## config.mk

```make
export PLATFORM = sky130hd
export DESIGN_NAME = tcc_queue
export DESIGN_NICKNAME = d
export VERILOG_FILES = /design/src/design/tcc_pkg.sv /design/src/design/tcc_queue.sv
export SDC_FILE = /design/constraint.sdc
export NUM_CORES = 1
export LEC_CHECK = 0
export CELL_PAD_IN_SITES_DETAIL_PLACEMENT = 0
export CELL_PAD_IN_SITES_GLOBAL_PLACEMENT = 1
export CORE_MARGIN = 2
export CORE_UTILIZATION = 58
export CTS_CLUSTER_SIZE = 28
export DETAILED_ROUTE_END_ITERATION = 8
export DONT_BUFFER_PORTS = 1
export HOLD_SLACK_MARGIN = 0.1
export PLACE_DENSITY_LB_ADDON = 0.3
export SYNTH_ARGS = -nofsm -noshare
export SYNTH_HDL_FRONTEND = slang
export SYNTH_SLANG_ARGS = --single-unit
```

## constraint.sdc

```tcl
create_clock -name clk -period 4.8 [get_ports clk]
set_input_delay 0.96 -clock clk [delete_from_list [all_inputs] [get_ports clk]]
set_output_delay 0.96 -clock clk [all_outputs]
set_load 0.005 [all_outputs]
```

## src/design/tcc_pkg.sv

```systemverilog
`default_nettype none

package tcc_pkg;

    localparam int COORD_BITS_DEF = 16;
    localparam int FRAC_BITS_DEF  = 8;

    // result field widths are fixed
    localparam int CENTER_W = 40;
    localparam int RADIUS_W = 39;

    // a truncated centre at or beyond 2^FAR_SHIFT forces the radius to full scale
    localparam int FAR_SHIFT = 62;

    localparam int FRONT_STAGES = 5;
    localparam int FBUSY_W      = $clog2(FRONT_STAGES + 1);

    localparam int QUEUE_DEPTH = 8;
    localparam int QPTR_W      = $clog2(QUEUE_DEPTH);
    localparam int QCNT_W      = $clog2(QUEUE_DEPTH + 1);

    typedef struct packed {
        logic              empty;
        logic [QCNT_W-1:0] count;
    } tcc_qstat_t;

endpackage

`default_nettype wire

```

## src/design/tcc_queue.sv

```systemverilog
`default_nettype none

module tcc_queue import tcc_pkg::*; #(
    parameter int W = 8
) (
    input  logic         clk,
    input  logic         rst_n,
    input  logic         push,
    input  logic [W-1:0] din,
    input  logic         pop,
    output logic [W-1:0] dout,
    output tcc_qstat_t   stat
);

    logic [W-1:0]      mem_reg [QUEUE_DEPTH];
    logic [QPTR_W-1:0] wr_reg, rd_reg;
    logic [QCNT_W-1:0] count_reg;

    always_ff @(posedge clk or negedge rst_n)
    begin
        if (!rst_n)
        begin
            wr_reg    <= '0;
            rd_reg    <= '0;
            count_reg <= '0;
        end
        else
        begin
            if (push)
            begin
                wr_reg <= (wr_reg == QPTR_W'(QUEUE_DEPTH - 1)) ? '0 : wr_reg + 1'b1;
            end
            if (pop)
            begin
                rd_reg <= (rd_reg == QPTR_W'(QUEUE_DEPTH - 1)) ? '0 : rd_reg + 1'b1;
            end
            if (push && !pop)
            begin
                count_reg <= count_reg + 1'b1;
            end
            else if (pop && !push)
            begin
                count_reg <= count_reg - 1'b1;
            end
        end
    end

    always_ff @(posedge clk)
    begin
        if (push)
        begin
            mem_reg[wr_reg] <= din;
        end
    end

    assign dout       = mem_reg[rd_reg];
    assign stat.empty = (count_reg == '0);
    assign stat.count = count_reg;

endmodule

`default_nettype wire

```

==> run_results.csv <==
group,metric,value,unit
run_status,status,"completed",
timing,hold_violations,0,
placed_design,gp_congestion,0.772,
synthesis,synth_top_cell_area_share,61.7,%
clock_tree,clk_latency,0.34,ns
critical_path,path_cells,"mux4_1 -> mux2_4",
clock_tree,cts.path.max_buffers,2,
clock_tree,cts-root-buf,"clkbuf_8",
finish,syn_to_final_growth,7.71,%
synthesis,synth_mux_area_share,18.5,%
detailed_routing,wirelength,5070,um
timing,fin_crit_sh,68.1,%
synthesis,synth_edf_count,64,
clock_tree,cts_setup_buffers,0,
timing,rsz0062_at_grt,"false",
timing,fin_crit,3.27,ns
timing,worst_slack,1.53,ns
floorplan,rows,26,
critical_path,reg2reg_to,"rd_reg[0]$_DFFE_PN0P_",
critical_path,timing.critical_path.buf_inv,0,
detailed_routing,ant_nets,0,
finish,fin_nets,185,
clock_tree,cts_tree,"done",
detailed_routing,vias,1470,
detailed_routing,drc,0,
finish,drive_gt1_share,22.4,%
global_routing,grt_pass1_vias,1522,
synthesis,synthAdderAreaFrac,3.45,%
critical_path,worst-path-stages,2,
synthesis,seq_area_frac_synth,69.7,%
synthesis,avgSynthCellArea,19.7,um2
critical_path,crit_family,"flip-flops",
clock_tree,clk_pin_slew_worst_paths,0.07,ns
critical_path,cp_max_fo,19,
detailed_routing,drt-pass1-iter-count,4,
synthesis,syn_inst,158,
global_routing,grt_usage,18.5,%
critical_path,cp.arrival,2.31,ns
power_and_ir_drop,power.leakage,1.16,nW
critical_path,r2r_cells,4,
floorplan,die_h,77.3,um
finish,fill_cells,367,
critical_path,rrSetupSlack,2.88,ns
timing,maxSlewHeadroom,33.0,%
synthesis,synth_top_family_by_area,"multiplexers",
critical_path,r2r-start,"rd_reg[0]$_DFFE_PN0P_",
timing,max_freq,306,MHz
clock_tree,numCtsBuffers,9,
clock_tree,ctsResizeCount,0,
critical_path,crit_type,"flop to output port",
timing,final.setup.tns,0,ns
synthesis,yosysMostFrequentCell,"edfxtp_1",
timing,holdWs,0.309,ns
critical_path,endpoint,"dout[6]",
placed_design,hpwl,3240,um
synthesis,synthXorXnorAreaFrac,0.562,%
floorplan,io_pins,25,
floorplan,die_x,77.3,um
global_routing,antenna_found_initial,0,
critical_path,worst_path_largest_cell_delay,1.01,ns
finish,largest_reg_flops,64,
clock_tree,hold_buffers,0,
synthesis,synth_warnings,0,
critical_path,crit_required,3.84,ns
floorplan,coreArea,0.00514,mm2
placed_design,place_ws,1.84,ns
power_and_ir_drop,power.density,574,mW/mm2
synthesis,synth_top_area_cell,"edfxtp_1",
flow_run,cap_violations,0,
hold_path,holdCritPathClass,"input port to async pin",
critical_path,critPathCaptureType,"output port",
clock_tree,htree_levels,3,
synthesis,synth_common_cells,"64 x edfxtp_1, 10 x dfrtp_1",
global_routing,grt-ovfl-total,0,
timing,tightest_slew,1.01,ns
global_routing,grt_pass1_wl,7790,um
timing,drv_slew,0,
detailed_routing,wl_per_cell,21.1,um
placed_design,io_buffers,0,
timing,setup_viol,0,
synthesis,ys.flop_type,"edfxtp_1",
synthesis,yosysUniqueCellTypes,28,
detailed_routing,drt_iter0_drc,167,
floorplan,dieArea,0.00598,mm2
global_routing,grt_max_degree,20,
clock_tree,cts.sinks,74,
floorplan,start_util,60.6,%
detailed_routing,viasPerCell,6.13,
critical_path,cp_slowest_cell,"dfrtp_1",
synthesis,synth.area.top_cells,"edfxtp_1 62%, dfrtp_1 8.0%, mux4_1 6.7%",
synthesis,postSynth.asyncResetShare,13.5,%
synthesis,synth_compound_area_share,1.65,%
power_and_ir_drop,ir_drop,351,uV
critical_path,startpoint_type,"flop",
synthesis,synth-simple-area-share,4.13,%
synthesis,syn_nets,178,
timing,skew,0.00581,ns
critical_path,setup.worst_path.start,"rd_reg[0]$_DFFE_PN0P_",
finish,num_antenna_cells,0,
synthesis,ys_seq_elements,74,
synthesis,syn-cell-area,0.00312,mm2
==> routing by layer <==
metal | GRT usage (%) | part of all wire (%) | vias to the layer above
met5 | 0 | 0 | -
met4 | 12.9 | 2.6 | 0
met3 | 4.00 | 5.4 | 13
met2 | 28.8 | 51 | 39
met1 | 23.5 | 41 | 766
li1 | - | - | 652
==> worst register-to-register path: stages (launching register included) <==
cell and delay (ns):
dfrtp_1 1.01, ha_1 0.28, ha_1 0.17, nor2_1 0.05, mux2_2 0.30
==> power by group <==
group	internal [W]	switching, W
Combinational	0.000310	0.000194
Clock	0.000236	0.000210
Sequential	0.000823	0.000155
Total	0.00137	0.000559
==> cell type report <==
class	count	area (um2)	share of cell area, %
flip-flops and latches	74	2170	64.7
multi-input cells	74	882	26.3
clock buffers	10	128	3.80
well taps	70	87.6	2.61
clock inverters	6	57.6	1.71
repair buffers	2	15.0	0.447
inverters	4	15.0	0.447
==> per-stage QoR <==
stage / std cells / util [%] / area [um2] / total power, W
5_1_grt: 240 / 65.3 / 3360 / 0.00203
3_3_place_gp: 224 / 61.7 / 3170 / 0.00146
2_1_floorplan: 158 / - / 3120 / 0.00140
6_report: 240 / 65.3 / 3360 / 0.00193
4_1_cts: 240 / 65.3 / 3360 / 0.00195
3_5_place_dp: 224 / 61.7 / 3170 / 0.00151
==> worst min path at each step <==
stage	slack (ns)	from	to	cells after the start
2_1_floorplan	0.52	count_reg[2]$_DFFE_PN0P_	count_reg[2]$_DFFE_PN0P_	2
3_3_place_gp	0.54	wr_reg[2]$_DFFE_PN0P_	wr_reg[2]$_DFFE_PN0P_	1
3_5_place_dp	0.55	wr_reg[2]$_DFFE_PN0P_	wr_reg[2]$_DFFE_PN0P_	1
4_1_cts	0.29	rst_n	count_reg[0]$_DFFE_PN0P_	0
5_1_grt	0.29	rst_n	count_reg[0]$_DFFE_PN0P_	0
6_report	0.31	rst_n	count_reg[0]$_DFFE_PN0P_	0
==> cells in the final DEF (no fill, tap or decap) <==
cell type and n:
a2111o_1 1, mux2i_1 1, nand2_1 5, clkinv_2 4, clkinvlp_4 1, mux2_2 5, nand3b_1 3, fa_1 1
xnor2_1 2, or4_1 1, o211ai_1 2, dfrtp_1 10, o21ai_0 3, ha_1 7, inv_1 4, clkbuf_8 9
nor3_1 3, mux4_1 8, nor4_1 1, nor2_1 8, nand3_1 2, mux2_4 8, mux4_2 8, edfxtp_1 64
nand2b_1 2, buf_4 2, a21oi_1 2, clkbuf_1 1, or3_1 1, bufinv_16 1
==> cell families (layout without fill, tap and decap cells) <==
logic type | after synthesis | after routing
and+or+nand+nor | 26 | 26
adders and majority gates | 8 | 8
DFF | 74 | 74
muxes | 30 | 30
xor gates and xnor gates | 2 | 2
AOI/OAI and AO/OA | 8 | 8
buffers and inverters | 10 | 22
(Power assumes the default switching activity.)
